File: src/rtl/elq_pkg.sv
// ============================================================================
// elq_pkg: shared types and constants of the error-bounded linear quantizer
// Widths, configuration register indexes, pipeline depth and the item record
// that travels down the pipeline.
// ============================================================================
package elq_pkg;

    // Sample and prediction width (two's complement).
    localparam int DATA_WIDTH = 32;

    // Configuration register widths and limits.
    localparam int BOUND_W    = 31;
    localparam int CAP_W      = 17;
    localparam int CFG_DATA_W = (BOUND_W > CAP_W) ? BOUND_W : CAP_W;
    localparam int CFG_IDX_W  = 1;

    localparam logic [CAP_W-1:0] CAP_MIN = CAP_W'(2);
    localparam logic [CAP_W-1:0] CAP_MAX = CAP_W'(65536);

    // Register indexes on the configuration port.
    localparam logic [CFG_IDX_W-1:0] CFG_ERR_BOUND = CFG_IDX_W'(0);
    localparam logic [CFG_IDX_W-1:0] CFG_CAPACITY  = CFG_IDX_W'(1);

    // Result widths.
    localparam int CODE_W  = 17;
    localparam int RECON_W = 33;

    // Inside the radius the quotient d / bound is below the largest capacity.
    localparam int Q_W    = $clog2(CAP_MAX);
    localparam int PROD_W = BOUND_W + Q_W;

    // Pipeline depth: front end, one divider stage per quotient bit, back end.
    localparam int FRONT_STAGES = 3;
    localparam int BACK_STAGES  = 2;
    localparam int LATENCY      = FRONT_STAGES + Q_W + BACK_STAGES;

    // Effective configuration after zero-bound and capacity clamping.
    typedef struct packed {
        logic [BOUND_W-1:0] bound;
        logic [Q_W-1:0]     cap_m1;
        logic [CAP_W-1:0]   half;
    } t_cfg;

    // One item in flight through the divider.
    typedef struct packed {
        logic                         up;
        logic                         unpred;
        logic signed [DATA_WIDTH-1:0] sample;
        logic signed [DATA_WIDTH-1:0] pred;
        logic [DATA_WIDTH-1:0]        rem;
        logic [Q_W-1:0]               quo;
    } t_item;

endpackage

File: src/rtl/elq_front.sv
// ============================================================================
// elq_front: difference, magnitude and radius check
// Three stages: signed difference, magnitude and radius product, then the
// radius compare that marks an item unpredictable.
// ============================================================================
module elq_front (
    input  logic                                i_clk,
    input  logic                                i_rst_n,
    input  elq_pkg::t_cfg                       i_cfg,
    input  logic                                i_valid,
    input  logic signed [elq_pkg::DATA_WIDTH-1:0] i_sample,
    input  logic signed [elq_pkg::DATA_WIDTH-1:0] i_pred,
    output logic                                o_valid,
    output elq_pkg::t_item                      o_item
);

    localparam int DW = elq_pkg::DATA_WIDTH;

    // Stage 1.
    logic                 r_v1;
    logic signed [DW-1:0] r_s1;
    logic signed [DW-1:0] r_p1;
    logic signed [DW:0]   r_diff1;
    logic signed [DW:0]   n_diff1;

    // Stage 2.
    logic                         r_v2;
    logic signed [DW-1:0]         r_s2;
    logic signed [DW-1:0]         r_p2;
    logic                         r_up2;
    logic [DW-1:0]                r_d2;
    logic [elq_pkg::PROD_W-1:0]   r_rad2;
    logic signed [DW:0]           neg_diff;
    logic                         n_up2;
    logic [DW-1:0]                n_d2;
    logic [elq_pkg::PROD_W-1:0]   n_rad2;

    // Stage 3.
    logic           r_v3;
    elq_pkg::t_item r_item3;
    elq_pkg::t_item n_item3;

    assign n_diff1 = (DW+1)'(i_sample) - (DW+1)'(i_pred);

    always_comb begin
        neg_diff = -r_diff1;
        n_up2    = ~r_diff1[DW];
        n_d2     = n_up2 ? r_diff1[DW-1:0] : neg_diff[DW-1:0];
        n_rad2   = elq_pkg::PROD_W'(i_cfg.cap_m1) * elq_pkg::PROD_W'(i_cfg.bound);
    end

    always_comb begin
        n_item3.up     = r_up2;
        n_item3.unpred = elq_pkg::PROD_W'(r_d2) > r_rad2;
        n_item3.sample = r_s2;
        n_item3.pred   = r_p2;
        n_item3.rem    = r_d2;
        n_item3.quo    = '0;
    end

    always_ff @(posedge i_clk) begin
        if (!i_rst_n) begin
            r_v1 <= 1'b0;
            r_v2 <= 1'b0;
            r_v3 <= 1'b0;
        end else begin
            r_v1 <= i_valid;
            r_v2 <= r_v1;
            r_v3 <= r_v2;
        end
    end

    always_ff @(posedge i_clk) begin
        r_s1    <= i_sample;
        r_p1    <= i_pred;
        r_diff1 <= n_diff1;
        r_s2    <= r_s1;
        r_p2    <= r_p1;
        r_up2   <= n_up2;
        r_d2    <= n_d2;
        r_rad2  <= n_rad2;
        r_item3 <= n_item3;
    end

    assign o_valid = r_v3;
    assign o_item  = r_item3;

endmodule

File: config.mk
export PLATFORM = sky130hd
export DESIGN_NAME = elq_front
export DESIGN_NICKNAME = d
export VERILOG_FILES = /design/src/rtl/elq_pkg.sv /design/src/rtl/elq_front.sv
export SDC_FILE = /design/constraint.sdc
export NUM_CORES = 2
export LEC_CHECK = 0
export BUFFER_PORTS_ARGS = -buffer_cell sky130_fd_sc_hd__buf_2
export CAP_MARGIN = 25
export CORE_MARGIN = 2
export CORE_UTILIZATION = 60
export DETAILED_ROUTE_END_ITERATION = 8
export HOLD_SLACK_MARGIN = 0.1
export PLACE_DENSITY = 0.81
export SLEW_MARGIN = 20
export SYNTH_ARGS = -nofsm -noshare
export SYNTH_HDL_FRONTEND = slang
export SYNTH_SLANG_ARGS = --single-unit
File: constraint.sdc
create_clock -name i_clk -period 11.8 [get_ports i_clk]
set_clock_uncertainty 0.2 [all_clocks]
set_input_delay 0.59 -clock i_clk [delete_from_list [all_inputs] [get_ports i_clk]]
set_output_delay 0.59 -clock i_clk [all_outputs]
set_load 0.01 [all_outputs]
==> run metrics <==
status=completed; standard-cell rows=between 70 and 80; Fill cells=between 3,000 and 4,000; Worst-path clk slew=about 0.07 ns; Mapped Avg Cell Area=roughly 9.7 um2; Tcrit/Tclk final=0.5759; XOR/XNOR share of the synthesized area=0.03355; I/O Buffers=around 210; Initial Util=0.6074; total track usage=0.2950; sequential-to-total area share from yosys stat=0.2622; fin crit period=6.796 ns; post-detailed-route count of antenna-violating nets=0; initial antenna violation count=2; Num Clock Sinks=around 340; share of layout cells above drive strength 1=0.1040; Adder-Cell Fraction of Synth Area=0.3987; accumulated negative setup slack=0 ns; most used cell, CP=fa_1; Die Wd=212.6 um; CP max stage cell=fa_1; number of DRC markers in iteration 0=roughly 1,300; Critical path buffers and inverters=6; mux cell area share after synthesis=0; H-tree depth=1; family with the most delay on the worst path=adder cells; most frequent cells in the layout=529 x inv_1, 405 x fa_1, 350 x nand2_1, 342 x dfxtp_1, 212 x buf_2; max_slew headroom=0.5000; ranking of synthesized cells by area=fa_1 31%, dfxtp_1 26%, ha_1 8.8%, inv_1 7.6%, and2_1 5.1%; hold path depth=0; Finished Core Util=0.6794; Hold Vio Cnt, Final=0; RSZ-0062 raised after global routing=false; post-synthesis compound-gate area fraction=0.07509; largest area contributor in the netlist=fa_1; Core Footprint=about 0.043 mm2; number of global-route vias before repair=21,335; Crit path depth=23; Placer Congestion=between 0.9 and 1; class of the most critical setup path=input pin to register; routed via count=about 19,000; Area Growth Syn to Fin=11.85%; max incr delay on CP=just under 0.6 ns; Finished Cell Area=around 0.029 mm2; Placement Cell Area=around 0.027 mm2; drt wl/cell=18.27 um; Synth Warn #=0; crit path capture type=register; Top FF cell, synth=dfxtp_1; Congestion Overflow GR=0; total of max-cap violations=0; largest net degree at the start of global routing=33; # DRC=0; EDFF count, synth=0; endpoints failing setup=0; first-pass GRT wire length=between 100,000 and 150,000 um; Pins Over Slew Limit=0; post-DP HPWL=between 40,000 and 50,000 um; main combinational cell family by area after synthesis=adder cells; Die ar.=0.04520 mm2; drt pass-1 iters=5; vias per std cell=between 5 and 6; CP startpoint kind=input pin; simple-gate portion of the synthesized area=0.1334; met3 wire length=4244 um; HP Class=register to register; Worst-Skew Late Latency=approximately 0.56 ns; DR WL met2=around 33,000 um; synthesis-stage register bit count=approximately 340; top cell type's share of synthesized area=0.3105; Ports=approximately 250; Mapped Cells=2,679; CP Cell Sequence=buf_2 -> nand2_1 -> fa_1 -> inv_1 -> fa_1 -> inv_1 -> fa_1 -> inv_1 -> fa_1 -> fa_1 -> inv_1 -> fa_1 -> inv_1 -> ha_1 -> nand3_1 -> o211ai_2 -> a311oi_2 -> a211oi_2 -> nor3_4 -> a311oi_1 -> o21ai_1 -> o21ai_1 -> xnor2_1; reg2reg path depth=6; most common cell after layout, fill and taps aside=inv_1; worst-path fanout max=31; final net count=around 3,600; Max Fclk=~0.15 GHz; critical path data required time=12.04 ns; routed length on met1=around 24,000 um; Post-Syn Area=between 0.02 and 0.03 mm2; CTS root buf=clkbuf_16; clock tree buffer depth=3; CTS tree=built; Die Height=about 210 um; Synth cell types=78; measured slew at the worst slew-check pin=around 0.75 ns; TritonCTS buffer count=30; asr flop ratio synth=0; post-CTS resize count=0; drt total wl=~64,000 um; Top Metal Used=met4; data arrival time of the critical path=just over 7 ns
==> final timing paths <==
check,from,to,slack (ns)
hold / removal,r_s1[25],r_s2[25],0.13
setup / recovery,i_cfg[24],r_rad2[46],5.00
setup reg to reg,r_diff1[16],r_d2[27],9.16
hold reg to reg,r_s1[25],r_s2[25],0.13
==> cell usage after synthesis, types with 3 or more instances <==
cell type,instances
a311oi_1,3
nor2b_1,12
nor2_1,42
nor4_1,6
buf_2,4
dfxtp_1,342
nand2b_1,11
a31oi_1,5
buf_6,3
o41ai_1,3
inv_1,529
fa_1,405
a21o_1,47
a21oi_1,81
o21bai_1,15
a31o_2,3
ha_1,184
buf_4,17
nand4_1,19
and2_1,211
xnor2_1,68
clkbuf_1,90
o22ai_1,3
or3_1,6
nor3_1,7
and3_1,10
o21ai_0,46
a211oi_1,8
nand3_1,19
o211ai_1,4
o21a_1,4
nand2_1,350
o21ai_1,17
a21oi_2,5
o31ai_1,9
xor2_1,32
o31a_1,3
==> worst reg2reg max path: stages, from the launching register on <==
cell	delay, ns
dfxtp_1	0.34
or4_1	0.61
nor4_1	0.43
nand2b_1	0.19
o31ai_2	0.48
nand2_1	0.12
xor2_1	0.17
==> area by class of cell <==
type | count | area [um2] | share of cell area
antenna | 1 | 2.502 | 0.00008569
clock buffer | 35 | 799.5 | 0.02738
clock inverter | 21 | 300.3 | 0.01028
inverter | 529 | 1986 | 0.06800
multi-input combinational | 1706 | 16790 | 0.5749
sequential | 342 | 6847 | 0.2345
tap | 585 | 732.0 | 0.02507
timing repair buffer | 280 | 1747 | 0.05981
==> through the flow <==
step | hold slack (ns) | worst slack, ns | instances
after floorplan | 0.1096 | 5.389 | 2694
after global placement | 0.1105 | 4.616 | 3374
after detailed placement | 0.1121 | 4.519 | 3374
after CTS | 0.1272 | 5.070 | 3497
after global routing | 0.1271 | 4.551 | 3498
final | 0.1253 | 5.004 | 3499
==> metal layers <==
layer,global-route usage,vias up
met5,0,-
met1,0.3560,9463
met3,0.04047,224
met4,0.1290,0
li1,-,8535
met2,0.5270,824
==> what timing repair did <==
item	CTS	global route
hold endpoints to repair	67	0
hold buffers	67	0
setup endpoints to repair	0	0
buffers inserted	0	0
==> cells by family after synthesis <==
| logic type | count (synthesis) |
|---|---|
| compound gates | 289 |
| xor+xnor | 100 |
| fa+ha+maj | 589 |
| buf+inv | 646 |
| flops | 342 |
| other cells | 1 |
| simple gates | 712 |
==> registers in the layout, summed over array words and instances, names as in the netlist <==
| register | cells |
|---|---|
| r_diff1 | 33 |
| r_up2 | 1 |
| r_v2 | 1 |
| r_d2 | 32 |
| r_v1 | 1 |
| r_s1 | 32 |
| r_p1 | 32 |
| o_valid | 1 |
| r_rad2 | 47 |
| r_p2 | 32 |
| r_s2 | 32 |
| o_item | 98 |
Power is not shown: default switching activity piles up to over one toggle a cycle in this logic, so the estimate is an artifact.
