File: config.mk
export PLATFORM = sky130hd
export DESIGN_NAME = elq_back
export DESIGN_NICKNAME = d
export VERILOG_FILES = /design/src/rtl/elq_pkg.sv /design/src/rtl/elq_back.sv
export SDC_FILE = /design/constraint.sdc
export NUM_CORES = 2
export LEC_CHECK = 0
export BUFFER_PORTS_ARGS = -buffer_cell sky130_fd_sc_hd__buf_2
export CAP_MARGIN = 20
export CELL_PAD_IN_SITES_DETAIL_PLACEMENT = 0
export CELL_PAD_IN_SITES_GLOBAL_PLACEMENT = 1
export CORE_MARGIN = 2
export CORE_UTILIZATION = 51
export CTS_CLUSTER_DIAMETER = 150
export DETAILED_ROUTE_END_ITERATION = 10
export HOLD_SLACK_MARGIN = 0.05
export PLACE_DENSITY_LB_ADDON = 0.1
export SETUP_SLACK_MARGIN = 0.2
export SYNTH_ARGS = -nofsm -noshare
export SYNTH_HDL_FRONTEND = slang
export SYNTH_SLANG_ARGS = --single-unit
File: constraint.sdc
create_clock -name i_clk -period 19 [get_ports i_clk]
set_input_delay 3.8 -clock i_clk [delete_from_list [all_inputs] [get_ports i_clk]]
set_output_delay 3.8 -clock i_clk [all_outputs]
set_load 0.1 [all_outputs]
File: src/rtl/elq_pkg.sv
// ============================================================================
// elq_pkg: shared types and constants of the error-bounded linear quantizer
// Widths, configuration register indexes, pipeline depth and the item record
// that travels down the pipeline.
// ============================================================================
package elq_pkg;

    // Sample and prediction width (two's complement).
    localparam int DATA_WIDTH = 32;

    // Configuration register widths and limits.
    localparam int BOUND_W    = 31;
    localparam int CAP_W      = 17;
    localparam int CFG_DATA_W = (BOUND_W > CAP_W) ? BOUND_W : CAP_W;
    localparam int CFG_IDX_W  = 1;

    localparam logic [CAP_W-1:0] CAP_MIN = CAP_W'(2);
    localparam logic [CAP_W-1:0] CAP_MAX = CAP_W'(65536);

    // Register indexes on the configuration port.
    localparam logic [CFG_IDX_W-1:0] CFG_ERR_BOUND = CFG_IDX_W'(0);
    localparam logic [CFG_IDX_W-1:0] CFG_CAPACITY  = CFG_IDX_W'(1);

    // Result widths.
    localparam int CODE_W  = 17;
    localparam int RECON_W = 33;

    // Inside the radius the quotient d / bound is below the largest capacity.
    localparam int Q_W    = $clog2(CAP_MAX);
    localparam int PROD_W = BOUND_W + Q_W;

    // Pipeline depth: front end, one divider stage per quotient bit, back end.
    localparam int FRONT_STAGES = 3;
    localparam int BACK_STAGES  = 2;
    localparam int LATENCY      = FRONT_STAGES + Q_W + BACK_STAGES;

    // Effective configuration after zero-bound and capacity clamping.
    typedef struct packed {
        logic [BOUND_W-1:0] bound;
        logic [Q_W-1:0]     cap_m1;
        logic [CAP_W-1:0]   half;
    } t_cfg;

    // One item in flight through the divider.
    typedef struct packed {
        logic                         up;
        logic                         unpred;
        logic signed [DATA_WIDTH-1:0] sample;
        logic signed [DATA_WIDTH-1:0] pred;
        logic [DATA_WIDTH-1:0]        rem;
        logic [Q_W-1:0]               quo;
    } t_item;

endpackage

File: src/rtl/elq_back.sv
// ============================================================================
// elq_back: code and reconstruction
// Two stages: bin state, code and step product, then the reconstruction add
// with saturation and the final output register.
// ============================================================================
module elq_back (
    input  logic                                 i_clk,
    input  logic                                 i_rst_n,
    input  elq_pkg::t_cfg                        i_cfg,
    input  logic                                 i_valid,
    input  elq_pkg::t_item                       i_item,
    output logic                                 o_strobe,
    output logic [elq_pkg::CODE_W-1:0]           o_quant_code,
    output logic signed [elq_pkg::RECON_W-1:0]   o_reconstructed,
    output logic                                 o_unpredictable
);

    localparam int DW    = elq_pkg::DATA_WIDTH;
    localparam int QW    = elq_pkg::Q_W;
    localparam int PW    = elq_pkg::PROD_W;
    localparam int RW    = elq_pkg::RECON_W;
    localparam int CW    = elq_pkg::CODE_W;
    localparam int SUM_W = PW + 3;

    // Stage 1.
    logic                 r_v1;
    logic                 r_up1;
    logic                 r_unpred1;
    logic signed [DW-1:0] r_sample1;
    logic signed [DW-1:0] r_pred1;
    logic [CW-1:0]        r_code1;
    logic [PW-1:0]        r_prod1;
    logic [QW:0]          q_inc;
    logic [QW-1:0]        bin_state;
    logic [CW-1:0]        n_code1;
    logic [PW-1:0]        n_prod1;

    // Stage 2.
    logic                    r_strobe;
    logic [CW-1:0]           r_code;
    logic signed [RW-1:0]    r_recon;
    logic                    r_unpred;
    logic signed [SUM_W-1:0] pred_ext;
    logic signed [SUM_W-1:0] step_ext;
    logic signed [SUM_W-1:0] sum;
    logic signed [RW-1:0]    sat;
    logic                    in_range;

    always_comb begin
        q_inc     = (QW+1)'(i_item.quo) + (QW+1)'(1);
        bin_state = q_inc[QW:1];
        n_code1   = i_item.up ? (i_cfg.half + CW'(bin_state))
                              : (i_cfg.half - CW'(bin_state));
        n_prod1   = PW'(bin_state) * PW'(i_cfg.bound);
    end

    always_comb begin
        pred_ext = SUM_W'(r_pred1);
        step_ext = $signed({2'b00, r_prod1, 1'b0});
        sum      = r_up1 ? (pred_ext + step_ext) : (pred_ext - step_ext);
        // The sum fits when every bit above the result's sign bit agrees.
        in_range = (sum[SUM_W-1:RW-1] == '0) || (sum[SUM_W-1:RW-1] == '1);
        if (in_range) begin
            sat = sum[RW-1:0];
        end else if (sum[SUM_W-1]) begin
            sat = {1'b1, {(RW-1){1'b0}}};
        end else begin
            sat = {1'b0, {(RW-1){1'b1}}};
        end
    end

    always_ff @(posedge i_clk) begin
        if (!i_rst_n) begin
            r_v1     <= 1'b0;
            r_strobe <= 1'b0;
        end else begin
            r_v1     <= i_valid;
            r_strobe <= r_v1;
        end
    end

    always_ff @(posedge i_clk) begin
        r_up1     <= i_item.up;
        r_unpred1 <= i_item.unpred;
        r_sample1 <= i_item.sample;
        r_pred1   <= i_item.pred;
        r_code1   <= n_code1;
        r_prod1   <= n_prod1;
        r_unpred  <= r_unpred1;
        r_code    <= r_unpred1 ? '0 : r_code1;
        r_recon   <= r_unpred1 ? RW'(r_sample1) : sat;
    end

    assign o_strobe        = r_strobe;
    assign o_quant_code    = r_code;
    assign o_reconstructed = r_recon;
    assign o_unpredictable = r_unpred;

endmodule

==> reports/metrics.cfg <==
[clock_tree]
htreeDepth = 4
hold_buffers = 0
cts_tree = built
cts_resized = 0
path_clk_slew_ns = 0.08
cts_sinks = 183
cts_buffer_depth = 2
root_buffer = clkbuf_16
cts_buffers = 17
worstSkewPairLatency_ns = 0.45
postCtsSetupRepairBufs = 0

[die]
dieArea_sq_mm = 0.0519
core_sq_mm = 0.0498
rows = 82
initial_core_util_pct = 51.3
ioPinCount = 233
die_w_microns = 228
die_y_microns = 228

[critical_path]
critPathKind = in -> reg
required_ns = 19.33
critPathLaunchType = primary input
crit_fanout = 31
rrSetupSlack_ns = 11.36
cp.arrival_ns = 12.38
end_kind = flop

[sta]
hold_viol = 0
max_clock_freq_ghz = 0.0829
worst_pin_slew_ns = 1.08
setup_tns_ns = 0
finalMaxSlewViolations = 0
rsz0062_at_grt = no
finalCritPeriodShare_pct = 63.5
setup_violations = 0
relSlewSlack_pct = 27.7
finalClockSkew_ns = 0.0114
min_period_ns = 12.06

[run_status]
status = completed

[global_routing]
grt.overflow.total = 0
grt_pass1_wl_microns = 114000
antenna_found_initial = 1
grt_max_degree = 56
grt_busiest_layer = met2
grt_usage_pct = 27.8
use_met1_pct = 38.2
grt.met3_usage_pct = 4.26
first_global_vias = 20900
grtUsageMet2_pct = 46.0

[routing]
viasPerCell = 5.45
wl_microns = 70900
routedWlPerCell_microns = 19.0
ant_nets = 0
dr.pass1.iters = 4
vias = 20300
drt_iter0_markers = 968
drc = 0

[layout]
multi_input_area_sq_mm = 0.0195
syn2layout_area_growth_pct = 8.41
layout_commonest_cell = inv_1
diodes = 0
layout_common_cells = inv_1 (536), nand2_1 (414), fa_1 (406), ha_1 (186), buf_2 (184)
seqCellArea_sq_mm = 0.00366
layout.nets = 3821
layout-drive-gt1-share_pct = 9.44
fillerInstances = 4587

[synthesis]
ys_warn_count = 0
synth_seq_cells = 183
syn_inst = 2954
syn_avg_cell_area_sq_um = 8.65
yosysSeqAreaShare_pct = 14.3
synth_area_sq_mm = 0.0255
synthArstFlopShare_pct = 0
synth_edf_count = 0
synth.distinct_cells = 85
synth_flop_cell = dfxtp_1
syn_nets = 3727

[placed_design]
io_buffers = 184
dp_hpwl_microns = 54200
place_congestion = 0.900

[worst_hold_path]
hold_path_class = reg -> reg

[job]
maxCapViolCount = 0

==> metrics by stage <==
stage | area (sq um) | worst slack (ns) | std cells | utilization, % | hold WS, ns
after floorplan | 25500 | 8.07 | 2954 | - | 0.329
after global placement | 27100 | 6.57 | 3700 | 54.4 | 0.419
after detailed placement | 27100 | 6.47 | 3700 | 54.4 | 0.424
after CTS | 27700 | 6.89 | 3732 | 55.6 | 0.439
after global routing | 27700 | 6.43 | 3733 | 55.6 | 0.454
final | 27700 | 6.94 | 3733 | 55.6 | 0.439
==> cell type report <==
cell class | count | area share, %
Multi-Input combinational cell | 2107 | 70.4
Sequential cell | 183 | 13.2
Inverter | 536 | 7.27
Timing Repair Buffer | 203 | 3.89
Tap cell | 672 | 3.04
Clock buffer | 18 | 1.59
Clock inverter | 14 | 0.606
==> state kept, by name (all words and copies together) (netlist names) <==
| name | flops |
|---|---|
| o_reconstructed | 33 |
| r_unpred1 | 1 |
| r_code1 | 17 |
| r_prod1 | 47 |
| r_sample1 | 32 |
| o_quant_code | 17 |
| o_unpredictable | 1 |
| r_pred1 | 32 |
| o_strobe | 1 |
| r_v1 | 1 |
| r_up1 | 1 |
==> cell families after synthesis <==
kind of cell	Yosys count	share of synthesized area, %
and+or+nand+nor	910	17.3
muxes	6	0.245
adders and majority gates	592	40.9
buffers and inverters	664	9.88
DFF	183	14.3
xor gates and xnor gates	173	5.96
AOI/OAI and AO/OA	426	11.3
==> layer usage <==
metal / wire length, microns / up-vias / share of wire, %
met5: 0 / - / 0
met4: 1340 / 0 / 1.9
met3: 4600 / 99 / 6.5
met2: 33000 / 668 / 47
met1: 31900 / 10100 / 45
li1: - / 9502 / -
==> cells in the mapped netlist, types with 6 or more instances <==
library cell | n | share of area [%]
a21boi_0 | 7 | 0.21
a21o_1 | 52 | 1.5
o21bai_1 | 16 | 0.47
or3_1 | 6 | 0.15
a211oi_1 | 12 | 0.35
nor3_1 | 41 | 0.80
nand2_1 | 414 | 6.1
o311ai_1 | 8 | 0.27
a21oi_1 | 136 | 2.7
xor2_1 | 74 | 2.5
ha_1 | 186 | 9.1
and4_1 | 8 | 0.27
a221oi_1 | 7 | 0.24
dfxtp_1 | 183 | 14
o211ai_1 | 11 | 0.32
o21a_1 | 11 | 0.32
clkbuf_1 | 119 | 1.7
inv_1 | 536 | 7.9
a31oi_1 | 26 | 0.64
nand3_1 | 23 | 0.45
nor2b_1 | 27 | 0.66
nor4_1 | 10 | 0.24
o31ai_1 | 8 | 0.24
fa_1 | 406 | 32
a221oi_2 | 11 | 0.65
xnor2_1 | 98 | 3.4
nor2_1 | 115 | 1.7
o311ai_0 | 8 | 0.27
nand4_1 | 24 | 0.59
o21ai_0 | 59 | 1.2
and3_1 | 12 | 0.29
nand2b_1 | 9 | 0.22
and2_1 | 182 | 4.5
==> final timing paths <==
kind / end / start / cells after the start
worst min register to register: o_quant_code[6] / r_code1[6] / 1
worst max-delay path: r_prod1[44] / i_item[1] / 28
worst max register to register: o_reconstructed[0] / r_prod1[4] / 20
worst min-delay path: o_quant_code[6] / r_code1[6] / 1
==> critical path, stage by stage <==
cell       delay [ns]
buf_2            0.12
ha_1             0.28
nand3_1          0.35
nor2_1           0.31
and3_1           0.32
xor2_4           0.79
nand2_1          0.20
fa_1             0.53
fa_1             0.56
inv_1            0.07
fa_1             0.39
fa_1             0.50
fa_1             0.53
inv_1            0.05
fa_1             0.47
inv_1            0.04
ha_1             0.35
a21o_1           0.21
a21o_1           0.17
a21o_1           0.19
a2111oi_0        0.55
a21oi_1          0.22
o2111ai_1        0.36
a31oi_1          0.24
and4_1           0.25
nor4_1           0.22
nor3_1           0.11
xor2_1           0.15
Power is not shown: default switching activity piles up to over one toggle a cycle in this logic, so the estimate is an artifact.
