$ cat config.mk
export PLATFORM = sky130hd
export DESIGN_NAME = elq_cfg
export DESIGN_NICKNAME = d
export VERILOG_FILES = /design/src/rtl/elq_pkg.sv /design/src/rtl/elq_cfg.sv
export SDC_FILE = /design/constraint.sdc
export NUM_CORES = 1
export LEC_CHECK = 0
export ABC_AREA = 1
export BUFFER_PORTS_ARGS = -buffer_cell sky130_fd_sc_hd__clkbuf_2
export CELL_PAD_IN_SITES_DETAIL_PLACEMENT = 0
export CELL_PAD_IN_SITES_GLOBAL_PLACEMENT = 2
export CORE_AREA = 2 2 89 134
export CTS_CLUSTER_DIAMETER = 80
export DETAILED_ROUTE_END_ITERATION = 10
export DIE_AREA = 0 0 91 136
export MAX_ROUTING_LAYER = met4
export PLACE_DENSITY_LB_ADDON = 0.1
export SLEW_MARGIN = 30
export SYNTH_ARGS = -nofsm -noshare
export SYNTH_HDL_FRONTEND = slang
export SYNTH_SLANG_ARGS = --single-unit
$ cat constraint.sdc
create_clock -name i_clk -period 1.5 [get_ports i_clk]
set_input_delay 0.075 -clock i_clk [delete_from_list [all_inputs] [get_ports i_clk]]
set_output_delay 0.075 -clock i_clk [all_outputs]
set_load 0.05 [all_outputs]
$ cat src/rtl/elq_pkg.sv
// ============================================================================
// elq_pkg: shared types and constants of the error-bounded linear quantizer
// Widths, configuration register indexes, pipeline depth and the item record
// that travels down the pipeline.
// ============================================================================
package elq_pkg;

    // Sample and prediction width (two's complement).
    localparam int DATA_WIDTH = 32;

    // Configuration register widths and limits.
    localparam int BOUND_W    = 31;
    localparam int CAP_W      = 17;
    localparam int CFG_DATA_W = (BOUND_W > CAP_W) ? BOUND_W : CAP_W;
    localparam int CFG_IDX_W  = 1;

    localparam logic [CAP_W-1:0] CAP_MIN = CAP_W'(2);
    localparam logic [CAP_W-1:0] CAP_MAX = CAP_W'(65536);

    // Register indexes on the configuration port.
    localparam logic [CFG_IDX_W-1:0] CFG_ERR_BOUND = CFG_IDX_W'(0);
    localparam logic [CFG_IDX_W-1:0] CFG_CAPACITY  = CFG_IDX_W'(1);

    // Result widths.
    localparam int CODE_W  = 17;
    localparam int RECON_W = 33;

    // Inside the radius the quotient d / bound is below the largest capacity.
    localparam int Q_W    = $clog2(CAP_MAX);
    localparam int PROD_W = BOUND_W + Q_W;

    // Pipeline depth: front end, one divider stage per quotient bit, back end.
    localparam int FRONT_STAGES = 3;
    localparam int BACK_STAGES  = 2;
    localparam int LATENCY      = FRONT_STAGES + Q_W + BACK_STAGES;

    // Effective configuration after zero-bound and capacity clamping.
    typedef struct packed {
        logic [BOUND_W-1:0] bound;
        logic [Q_W-1:0]     cap_m1;
        logic [CAP_W-1:0]   half;
    } t_cfg;

    // One item in flight through the divider.
    typedef struct packed {
        logic                         up;
        logic                         unpred;
        logic signed [DATA_WIDTH-1:0] sample;
        logic signed [DATA_WIDTH-1:0] pred;
        logic [DATA_WIDTH-1:0]        rem;
        logic [Q_W-1:0]               quo;
    } t_item;

endpackage

$ cat src/rtl/elq_cfg.sv
// ============================================================================
// elq_cfg: configuration registers
// Holds the error bound and the bin capacity and derives the effective
// bound, capacity minus one and half capacity.
// ============================================================================
module elq_cfg (
    input  logic                            i_clk,
    input  logic                            i_rst_n,
    input  logic                            i_cfg_we,
    input  logic [elq_pkg::CFG_IDX_W-1:0]   i_cfg_index,
    input  logic [elq_pkg::CFG_DATA_W-1:0]  i_cfg_data,
    output elq_pkg::t_cfg                   o_cfg
);

    logic [elq_pkg::BOUND_W-1:0] r_err_bound;
    logic [elq_pkg::CAP_W-1:0]   r_capacity;
    logic [elq_pkg::CAP_W-1:0]   cap;
    logic [elq_pkg::CAP_W-1:0]   cap_dec;

    always_ff @(posedge i_clk) begin
        if (!i_rst_n) begin
            r_err_bound <= elq_pkg::BOUND_W'(1);
            r_capacity  <= elq_pkg::CAP_MAX;
        end else if (i_cfg_we) begin
            case (i_cfg_index)
                elq_pkg::CFG_ERR_BOUND: r_err_bound <= i_cfg_data[elq_pkg::BOUND_W-1:0];
                elq_pkg::CFG_CAPACITY:  r_capacity  <= i_cfg_data[elq_pkg::CAP_W-1:0];
                default: ;
            endcase
        end
    end

    always_comb begin
        if (r_capacity < elq_pkg::CAP_MIN) begin
            cap = elq_pkg::CAP_MIN;
        end else if (r_capacity > elq_pkg::CAP_MAX) begin
            cap = elq_pkg::CAP_MAX;
        end else begin
            cap = r_capacity;
        end
        cap_dec = cap - elq_pkg::CAP_W'(1);

        // A zero bound behaves as a bound of one.
        o_cfg.bound  = (r_err_bound == '0) ? elq_pkg::BOUND_W'(1) : r_err_bound;
        o_cfg.cap_m1 = cap_dec[elq_pkg::Q_W-1:0];
        o_cfg.half   = cap >> 1;
    end

endmodule

==> reports/results.md <==
- **worst slew margin relative to its limit** 59.4%
- **number of levels the H-tree was split into** 2
- **WP data arrival** 2.03 ns
- **placeable core region** 11300 um^2
- **top cells by area in the synthesized netlist** dfxtp_1 (40%), nor2_1 (15%), o21ai_0 (11%), nand2_1 (7.4%), clkbuf_1 (7.0%)
- **Critical R2R Launch** r_err_bound[11]$_SDFFE_PN0P_
- **Die Span X** 91 um
- **final design instance area without fill** 4710 um^2
- **end of the worst hold path** r_err_bound[24]$_SDFFE_PN0P_
- **fraction of the mapped netlist area in compound gates** 14.8%
- **overall routed net length** 8570 um
- **initial antenna violation count** 0
- **GRT Total Usage** 14.6%
- **area share of fa/ha/maj cells after synthesis** 0.515%
- **hold wc startpoint** i_cfg_data[24]
- **Critical Path Fanout Max** 6
- **clock power share** 26.8%
- **power dissipated by switching net loads** 1.72 mW
- **layout overhead on the synthesized area** 94.1%
- **setup slack of the critical path after layout** -0.602 ns
- **Simple-Gate Fraction of Synth Area** 29.7%
- **commonest non-fill, non-tap cell in the layout** nor2_1
- **Clk pin slew, worst setup/hold paths** 0.06 ns
- **via count of the first global-routing pass** 2721
- **crit path cell chain** nor2_2 -> nand2_2 -> nor2_4 -> nand2_2 -> nand2_4 -> nand2_4 -> nand2_8 -> inv_4 -> ha_4 -> nand2_4 -> nor2_4 -> buf_12 -> xor2_4 -> buf_12
- **Avg Vias per Cell** 4.21
- **final RePlAce weighted congestion** 0.764
- **part of the cycle the worst path needs** 140%
- **slew at the pin closest to its max-slew limit** 0.601 ns
- **CTS tree** done
- **library cell contributing the largest single delay on the critical path** dfxtp_2
- **DRC** 0
- **Via Count** 2720
- **terminus of the critical flop-to-flop path** r_err_bound[11]$_SDFFE_PN0P_
- **TritonRoute pass-1 iters** 4
- **count of yosys warnings during synthesis** 0
- **Power, Total** 4.73 mW
- **Clock Sinks** 48
- **tightest hold margin** 0.00543 ns
- **worst IR drop on VDD** 0.000573 V
- **number of nets in the finished design** 531
- **Slew Limit Fails** 0
- **register-to-register setup slack** 0.72 ns
- **minimum clock period** 2.10 ns
- **starting utilization of the core area** 21.5%
- **clock latency on the worst-skew pair** 0.29 ns
- **sequential power share** 30.6%
- **portion of total power attributed to combinational logic** 42.6%
- **maximum number of buffers from clock root to sink** 2
- **wire length of the first global-routing pass** 13900 um
- **placed cells** 627
- **Power Dens Cells** 1000 nW/um^2
- **Synth Instances** 375
- **count of placed standard cells in the final layout, fillers left out** 646
- **post-route ant nets** 0
- **largest stage delay on the critical path** 0.32 ns
- **internal power** 3.01 mW
- **average routed wire per standard cell** 13.3 um
- **total of buffers placed on input and output ports** 97
- **Max Clock Freq** 0.476 GHz
- **Diodes inserted** 0
- **area share of xor/xnor cells in the synthesized design** 2.53%
- **post-detail-place hpwl** 6660 um
- **overflow left after global routing** 0
- **Leakage** 2.24 nW
- **number of endpoints failing setup at the final stage** 31
- **Die Height** 136 um
- **iteration-0 DRC count of the detailed router** 44
- **required time of the critical path** 1.42 ns
- **floorplan row count** 48
- **synth unique cells** 28
- **result of the run** finished with violations
- **cell type with the highest aggregate area in the netlist** dfxtp_1
- **top library cells by usage in the layout, fill and taps aside** nor2_1 (86), clkbuf_2 (65), o21ai_0 (50)
- **part of the Yosys area used for sequential elements** 39.6%
- **multiplexer area fraction after synthesis** 0%
- **placed inst area** 3930 um^2
- **violated checks** setup timing
- **main combinational cell family by area after synthesis** simple AND/OR/NAND/NOR gates
- **netlist area before placement** 2430 um^2
- **hold-critical path depth** 3
- **type of the tightest min-delay check** primary input to flop
- **Critical Path Source Type** flop
- **Root Buffer Master** clkbuf_16
- **switching power as a share of total power** 36.3%
- **setup repair after global routing missed its margin** true
- **hold violation count in the final report** 0
- **critical path start-end classification** flop to output pin
- **#FFs+latches synth** 48
- **maximum number of pins on one net before global-route repair** 33
- **max-cap violations** 0
- **Worst path most repeated cell** nand2_4
- **skew final** 0 ns
- **Avg Inst Size Synth** 6.47 um^2
- **Synthesized Nets** 411
- **number of buffers inserted during clock tree synthesis** 5
- **total die area** 12400 um^2
- **number of placed I/O pins** 99
- **Fin Setup TNS** -12.05 ns
- **logic depth of the worst register-to-register path** 3
- **ratio of cells with drive above 1 in the final layout** 55.6%
- **area share of the largest cell type after synthesis** 39.6%
- **capturing element type of the critical path** output pin
==> Yosys cell counts (all sizes together) <==
| library cell | count |
|---|---|
| xnor2 | 1 |
| conb | 1 |
| nor3 | 1 |
| nor4 | 7 |
| dfxtp | 48 |
| a21oi | 5 |
| xor2 | 6 |
| o21ai | 53 |
| clkbuf | 45 |
| inv | 29 |
| nand3b | 1 |
| o21bai | 3 |
| o41ai | 4 |
| nand2 | 50 |
| ha | 1 |
| nand4 | 3 |
| nor2 | 103 |
| nand3 | 10 |
| buf | 3 |
| o211ai | 1 |
==> registers in the layout, indices dropped and copies added (netlist names) <==
register     count
r_err_bound     31
r_capacity      17
==> area by class of cell <==
| cell class | count | area, um^2 |
|---|---|---|
| inverters | 29 | 148 |
| fillers | 1199 | 6580 |
| clock inverters | 2 | 35.0 |
| repair buffers | 161 | 1560 |
| multi-input cells | 250 | 1670 |
| clock buffers | 6 | 129 |
| well taps | 150 | 188 |
| flip-flops and latches | 48 | 990 |
==> worst max-delay path: cells and delay by family (launching register included) <==
family	cells	cell delay, ns
simple gates	9	0.79
fa+ha+maj	1	0.16
flops	1	0.32
xor+xnor	1	0.15
buf+inv	3	0.32
==> kinds of logic after synthesis <==
logic type	Yosys count
other	1
buffers and inverters	77
flip-flops	48
AND/OR/NAND/NOR	175
XOR/XNOR	7
AO/OA/AOI/OAI	66
adder cells (fa/ha/maj)	1
==> timing repair <==
item / CTS / global route
hold endpoints to repair: 1 / 0
hold buffers: 1 / 0
buffers inserted: 6 / 4
setup endpoints to repair: 32 / 32
pin swaps: 30 / 24
gates resized for setup: 92 / 49
==> power groups by stage <==
stage / clock network (mW) / registers, mW / logic (mW)
6_report: 1.27 / 1.45 / 2.01
5_1_grt: 1.37 / 1.46 / 2.14
4_1_cts: 1.32 / 1.44 / 1.95
3_5_place_dp: 0 / 1.45 / 1.76
3_3_place_gp: 0 / 1.45 / 1.75
2_1_floorplan: 0 / 1.45 / 1.10
==> per-layer routing <==
metal  wire, um  part of all wire, %  vias to the layer above  GRT usage (%)
met5          0                    0                        -              -
met4        145                  1.7                        0           5.13
met3        289                  3.4                       10           1.94
met2       4960                   58                       67           27.9
met1       3170                   37                     1247           15.2
li1           -                    -                     1396              -
==> metrics by stage <==
step,utilization (%),setup WS [ns]
2_1_floorplan,-,-0.323
3_3_place_gp,34.8,-0.383
3_5_place_dp,34.8,-0.393
4_1_cts,40.1,-0.664
5_1_grt,41.7,-0.713
6_report,41.7,-0.602
==> worst max-delay path by stage <==
stage / from / endpoint / slack (ns) / cells after the start
global route: r_capacity[9]$_SDFFE_PN0P_ / o_cfg[25] / -0.71 / 14
detailed placement: r_capacity[9]$_SDFFE_PN0P_ / o_cfg[25] / -0.39 / 14
floorplan: r_capacity[3]$_SDFFE_PN0P_ / o_cfg[23] / -0.32 / 9
CTS: r_capacity[14]$_SDFFE_PN0P_ / o_cfg[25] / -0.66 / 13
global placement: r_capacity[13]$_SDFFE_PN0P_ / o_cfg[31] / -0.38 / 11
finish: r_capacity[4]$_SDFFE_PN0P_ / o_cfg[25] / -0.60 / 14
No activity file was read; power rests on OpenSTA's default activity.
