`config.mk`:
```
export PLATFORM = sky130hd
export DESIGN_NAME = elq_divider
export DESIGN_NICKNAME = d
export VERILOG_FILES = /design/src/rtl/elq_pkg.sv /design/src/rtl/elq_divider.sv
export SDC_FILE = /design/constraint.sdc
export NUM_CORES = 2
export LEC_CHECK = 0
export BUFFER_PORTS_ARGS = -buffer_cell sky130_fd_sc_hd__buf_4
export CORE_UTILIZATION = 30
export DETAILED_ROUTE_END_ITERATION = 10
export PLACE_DENSITY = 0.51
export REMOVE_ABC_BUFFERS = 1
export SLEW_MARGIN = 5
export SYNTH_ARGS = -nofsm -noshare
export SYNTH_HDL_FRONTEND = slang
export SYNTH_SLANG_ARGS = --single-unit
export TNS_END_PERCENT = 1
```
`constraint.sdc`:
```
create_clock -name i_clk -period 6.65 [get_ports i_clk]
set_clock_uncertainty 0.15 [all_clocks]
set_input_delay 0.3325 -clock i_clk [delete_from_list [all_inputs] [get_ports i_clk]]
set_output_delay 0.3325 -clock i_clk [all_outputs]
set_load 0.05 [all_outputs]
```
`src/rtl/elq_pkg.sv`:
```
// ============================================================================
// elq_pkg: shared types and constants of the error-bounded linear quantizer
// Widths, configuration register indexes, pipeline depth and the item record
// that travels down the pipeline.
// ============================================================================
package elq_pkg;

    // Sample and prediction width (two's complement).
    localparam int DATA_WIDTH = 32;

    // Configuration register widths and limits.
    localparam int BOUND_W    = 31;
    localparam int CAP_W      = 17;
    localparam int CFG_DATA_W = (BOUND_W > CAP_W) ? BOUND_W : CAP_W;
    localparam int CFG_IDX_W  = 1;

    localparam logic [CAP_W-1:0] CAP_MIN = CAP_W'(2);
    localparam logic [CAP_W-1:0] CAP_MAX = CAP_W'(65536);

    // Register indexes on the configuration port.
    localparam logic [CFG_IDX_W-1:0] CFG_ERR_BOUND = CFG_IDX_W'(0);
    localparam logic [CFG_IDX_W-1:0] CFG_CAPACITY  = CFG_IDX_W'(1);

    // Result widths.
    localparam int CODE_W  = 17;
    localparam int RECON_W = 33;

    // Inside the radius the quotient d / bound is below the largest capacity.
    localparam int Q_W    = $clog2(CAP_MAX);
    localparam int PROD_W = BOUND_W + Q_W;

    // Pipeline depth: front end, one divider stage per quotient bit, back end.
    localparam int FRONT_STAGES = 3;
    localparam int BACK_STAGES  = 2;
    localparam int LATENCY      = FRONT_STAGES + Q_W + BACK_STAGES;

    // Effective configuration after zero-bound and capacity clamping.
    typedef struct packed {
        logic [BOUND_W-1:0] bound;
        logic [Q_W-1:0]     cap_m1;
        logic [CAP_W-1:0]   half;
    } t_cfg;

    // One item in flight through the divider.
    typedef struct packed {
        logic                         up;
        logic                         unpred;
        logic signed [DATA_WIDTH-1:0] sample;
        logic signed [DATA_WIDTH-1:0] pred;
        logic [DATA_WIDTH-1:0]        rem;
        logic [Q_W-1:0]               quo;
    } t_item;

endpackage

```
`src/rtl/elq_divider.sv`:
```
// ============================================================================
// elq_divider: pipelined restoring divider
// One quotient bit per stage, most significant first. The quotient is exact
// whenever the magnitude lies inside the radius.
// ============================================================================
module elq_divider (
    input  logic           i_clk,
    input  logic           i_rst_n,
    input  elq_pkg::t_cfg  i_cfg,
    input  logic           i_valid,
    input  elq_pkg::t_item i_item,
    output logic           o_valid,
    output elq_pkg::t_item o_item
);

    localparam int QW = elq_pkg::Q_W;
    localparam int PW = elq_pkg::PROD_W;

    logic           r_valid [QW];
    elq_pkg::t_item r_item  [QW];

    for (genvar k = 0; k < QW; k++) begin : g_step
        localparam int SHIFT = QW - 1 - k;

        logic           v_in;
        elq_pkg::t_item it_in;
        elq_pkg::t_item n_item;
        logic [PW-1:0]  divisor;
        logic [PW:0]    trial;

        if (k == 0) begin : g_first
            assign v_in  = i_valid;
            assign it_in = i_item;
        end else begin : g_next
            assign v_in  = r_valid[k-1];
            assign it_in = r_item[k-1];
        end

        assign divisor = PW'(i_cfg.bound) << SHIFT;
        assign trial   = (PW+1)'(it_in.rem) - (PW+1)'(divisor);

        // No borrow means the shifted divisor fits into the remainder.
        always_comb begin
            n_item = it_in;
            if (!trial[PW]) begin
                n_item.rem        = trial[elq_pkg::DATA_WIDTH-1:0];
                n_item.quo[SHIFT] = 1'b1;
            end
        end

        always_ff @(posedge i_clk) begin
            if (!i_rst_n) begin
                r_valid[k] <= 1'b0;
            end else begin
                r_valid[k] <= v_in;
            end
        end

        always_ff @(posedge i_clk) begin
            r_item[k] <= n_item;
        end
    end

    assign o_valid = r_valid[QW-1];
    assign o_item  = r_item[QW-1];

endmodule

```
==> results.txt <==
status - complete, no violations
io pins - 296
Hold Crit Class - in2reg
CTS Root Cell - clkbuf_16
Reg2Reg Setup Slack - 2.64 ns
Critical Path Slowest Stage Cell - a2111oi_0
sequential share of the synthesized area - 0.616
die area - 201000 um2
distinct cell type count after synthesis - 89
# nets final - 6352
DRT Pass-1 Iters - 5
DRT antenna net count - 0
post-route insts no fill - 8575
drt drc - 0
WHS - 0.0674 ns
Yosys reg bits - 1840
power density over cell area - 385 nW/um2
r2r endpoint - r_item[1][365]$_DFF_P_
Final Slew Violations - 0
r2r startpoint - r_item[1][254]$_DFF_P_
worst path cell trace - dlygate4sd3_1 -> buf_4 -> inv_1 -> buf_4 -> ha_1 -> nor2b_1 -> o21a_1 -> o21ai_0 -> a2111oi_0 -> o2111ai_1 -> a31oi_1 -> a41oi_2 -> nand2_1 -> dlygate4sd3_1 -> o21ai_0 -> dlygate4sd3_1
Post-synth EDFFs - 0
Post-Route Setup TNS - 0 ns
Final HPWL DP - 82500 um
worst hold endpoint - r_item[0][389]$_DFF_P_
setup bufs post-CTS - 0
worst-skew pair later-pin latency - 0.85 ns
worst hold stages - 4
die height - 448 um
Finished Cell Area - 74600 um2
most frequent CP cell - dlygate4sd3_1
Crit Path Category - in2reg
max_cap viols - 0
Die X - 448 um
placed insts - 7975
largest net degree at the start of global routing - 58
Worst-Margin Slew - 1.19 ns
Max clock buf depth - 3
Via Count - 37700
Area after DPL - 65100 um2
top_reg_cell synth - dfxtp_1
std cell rows - 163
delay of the slowest critical-path stage - 0.75 ns
P&R area growth vs syn - 24.7%
CTS Buf Count - 195
Core Box Area - 198000 um2
WP buf/inv - 6
Num Clock Sinks - 1840
Peak VDD IR - 0.313 mV
leakage - 32.0 nW
layout cells sized above 1 - 0.146
GRT Resource Usage Total - 0.118
Final Hold Viols - 0
First DRT Iteration DRCs - 1638
number of synthesis warnings - 0
drt wl/cell - 13.9 um
final WL - 119000 um
CTS H-tree depth - 4
vias per cell - 4.39
Post-Syn Instances - 5113
R2R depth - 10
CTS tree - built
vias in the first global route - 36400
Worst Path Arrival - 5.44 ns
min-delay src - i_cfg[56]
Top delay family on crit path - buffers and inverters
IO buf count - 262
clk slew on worst S/H paths - 0.05 ns
Final Critical Period - 4.89 ns
Crit. End Element - flop
Starting Density - 0.302
relative slew slack - 0.204
Post-Syn Area - 59800 um2
mean post-synth cell area - 11.7 um2
first-pass GRT wire length - 188000 um
Final Cycle Share - 0.736
Setup violations, final - 0
RSZ-0062 raised after global routing - no
Max Fclk - 204 MHz
crit path launch type - input pin
total gr overflow - 0
gpl congestion - 0.840
CP Depth - 16
ys async rst share - 0
worst-path maximum fanout - 11
initial antenna violation count - 7
CP Data Required Time - 7.19 ns
Resized Gates After CTS - 0
-- final cells by class --
class / instances / area (um2)
sequential: 1840 / 36800
inverter: 132 / 495
fill: 19100 / 123000
tap: 2640 / 3300
clock inverter: 106 / 1700
timing repair buffer: 536 / 4600
clock buffer: 260 / 5430
antenna: 2 / 5.00
multi-input combinational: 3059 / 22200
-- through the flow --
| step | worst slack [ns] | power, mW | util |
|---|---|---|---|
| after CTS | 1.90 | 29.2 | 0.377 |
| final | 1.76 | 28.7 | 0.377 |
| after global routing | 1.49 | 30.3 | 0.377 |
| after detailed placement | 1.77 | 17.2 | 0.329 |
| after global placement | 1.81 | 17.2 | 0.329 |
| after floorplan | 1.33 | 16.0 | - |
-- worst max-delay path by stage --
stage	start	end	slack (ns)
2_1_floorplan	i_cfg[34]	r_item[1][40]$_DFF_P_	1.33
3_3_place_gp	i_cfg[39]	r_item[1][365]$_DFF_P_	1.81
3_5_place_dp	i_cfg[39]	r_item[1][365]$_DFF_P_	1.77
4_1_cts	i_cfg[34]	r_item[0][47]$_DFF_P_	1.90
5_1_grt	i_cfg[34]	r_item[0][47]$_DFF_P_	1.49
6_report	i_cfg[34]	r_item[0][47]$_DFF_P_	1.76
-- layer usage --
metal	GRT usage	vias up	wire [um]
met5	0	-	0
met4	0.0470	0	3650
met3	0.0271	248	5550
met2	0.194	690	55500
met1	0.147	17500	54500
li1	-	19300	-
-- placed cells by master, fill, tap and decap left out, types with 19 or more instances in the layout --
| master | n |
|---|---|
| a211oi_1 | 30 |
| a21o_1 | 104 |
| a21oi_1 | 282 |
| a31oi_1 | 42 |
| and2_1 | 36 |
| and3_1 | 22 |
| buf_4 | 304 |
| bufinv_16 | 31 |
| clkbuf_1 | 34 |
| clkbuf_16 | 195 |
| clkbuf_8 | 31 |
| clkinv_2 | 33 |
| dfxtp_1 | 1840 |
| dlygate4sd3_1 | 232 |
| ha_1 | 391 |
| inv_1 | 132 |
| mux2_2 | 150 |
| nand2_1 | 362 |
| nand2b_1 | 77 |
| nand3_1 | 64 |
| nand4_1 | 29 |
| nor2_1 | 217 |
| nor2b_1 | 57 |
| nor3_1 | 60 |
| o211ai_1 | 29 |
| o21a_1 | 80 |
| o21ai_0 | 354 |
| o21bai_1 | 30 |
| o31a_1 | 21 |
| o31ai_1 | 37 |
| or2_2 | 19 |
| xnor2_1 | 165 |
| xor2_1 | 131 |
-- worst reg2reg max path, delay by kind of cell, from the launching register on --
family / cells / cell delay (ns)
adder cells (fa/ha/maj): 1 / 0.34
flip-flops: 1 / 0.32
AO/OA/AOI/OAI: 8 / 2.78
buffers and inverters: 1 / 0.33
-- registers in the layout, summed over array words and instances (netlist names) --
signal   cells
r_valid     16
r_item    1824
-- cells in the mapped netlist, types with 14 or more instances --
| library cell | number | share of area |
|---|---|---|
| inv_1 | 132 | 0.0083 |
| mux2_4 | 18 | 0.0045 |
| o21ai_0 | 355 | 0.030 |
| xnor2_1 | 165 | 0.024 |
| nand4_1 | 29 | 0.0030 |
| or2_2 | 19 | 0.0020 |
| o31a_1 | 22 | 0.0032 |
| dfxtp_1 | 1840 | 0.62 |
| nor4_1 | 16 | 0.0017 |
| a21o_1 | 104 | 0.013 |
| a31oi_1 | 43 | 0.0045 |
| o211ai_1 | 29 | 0.0036 |
| nor3_1 | 60 | 0.0050 |
| mux2i_1 | 17 | 0.0028 |
| and3_1 | 22 | 0.0023 |
| clkbuf_1 | 50 | 0.0031 |
| nor2b_1 | 57 | 0.0060 |
| o31ai_1 | 38 | 0.0048 |
| or3_1 | 18 | 0.0019 |
| and2_1 | 36 | 0.0038 |
| mux2_2 | 150 | 0.028 |
| fa_1 | 16 | 0.0054 |
| ha_1 | 391 | 0.082 |
| xor2_1 | 131 | 0.019 |
| nand2b_1 | 77 | 0.0081 |
| buf_2 | 22 | 0.0018 |
| a211oi_1 | 30 | 0.0038 |
| nor2_1 | 217 | 0.014 |
| a21oi_1 | 284 | 0.024 |
| o21a_1 | 80 | 0.010 |
| o41ai_1 | 14 | 0.0021 |
| nand2_1 | 363 | 0.023 |
| o21bai_1 | 30 | 0.0038 |
| nand3_1 | 64 | 0.0054 |
-- what timing repair did --
| item | CTS | global route |
|---|---|---|
| endpoints found under the setup margin | 0 | 0 |
| endpoints found under the hold margin | 165 | 0 |
| hold buffers | 232 | 0 |
-- power by group --
group	switching (mW)	internal [mW]	total, mW
clock	4.55	7.03	11.6
combinational	2.80	2.06	4.86
sequential	0.318	11.9	12.2
-- cells by family (layout without fill, tap and decap cells) --
logic type | after synthesis | after routing | share of synthesized area
flip-flops | 1840 | 1840 | 0.616
AO/OA/AOI/OAI | 1163 | 1163 | 0.123
AND/OR/NAND/NOR | 1008 | 1008 | 0.0801
adder cells (fa/ha/maj) | 407 | 407 | 0.0872
XOR/XNOR | 296 | 296 | 0.0434
buffers and inverters | 214 | 1034 | 0.0145
multiplexers | 185 | 185 | 0.0356
other | 0 | 2 | 0
No activity file was read; power rests on OpenSTA's default activity.
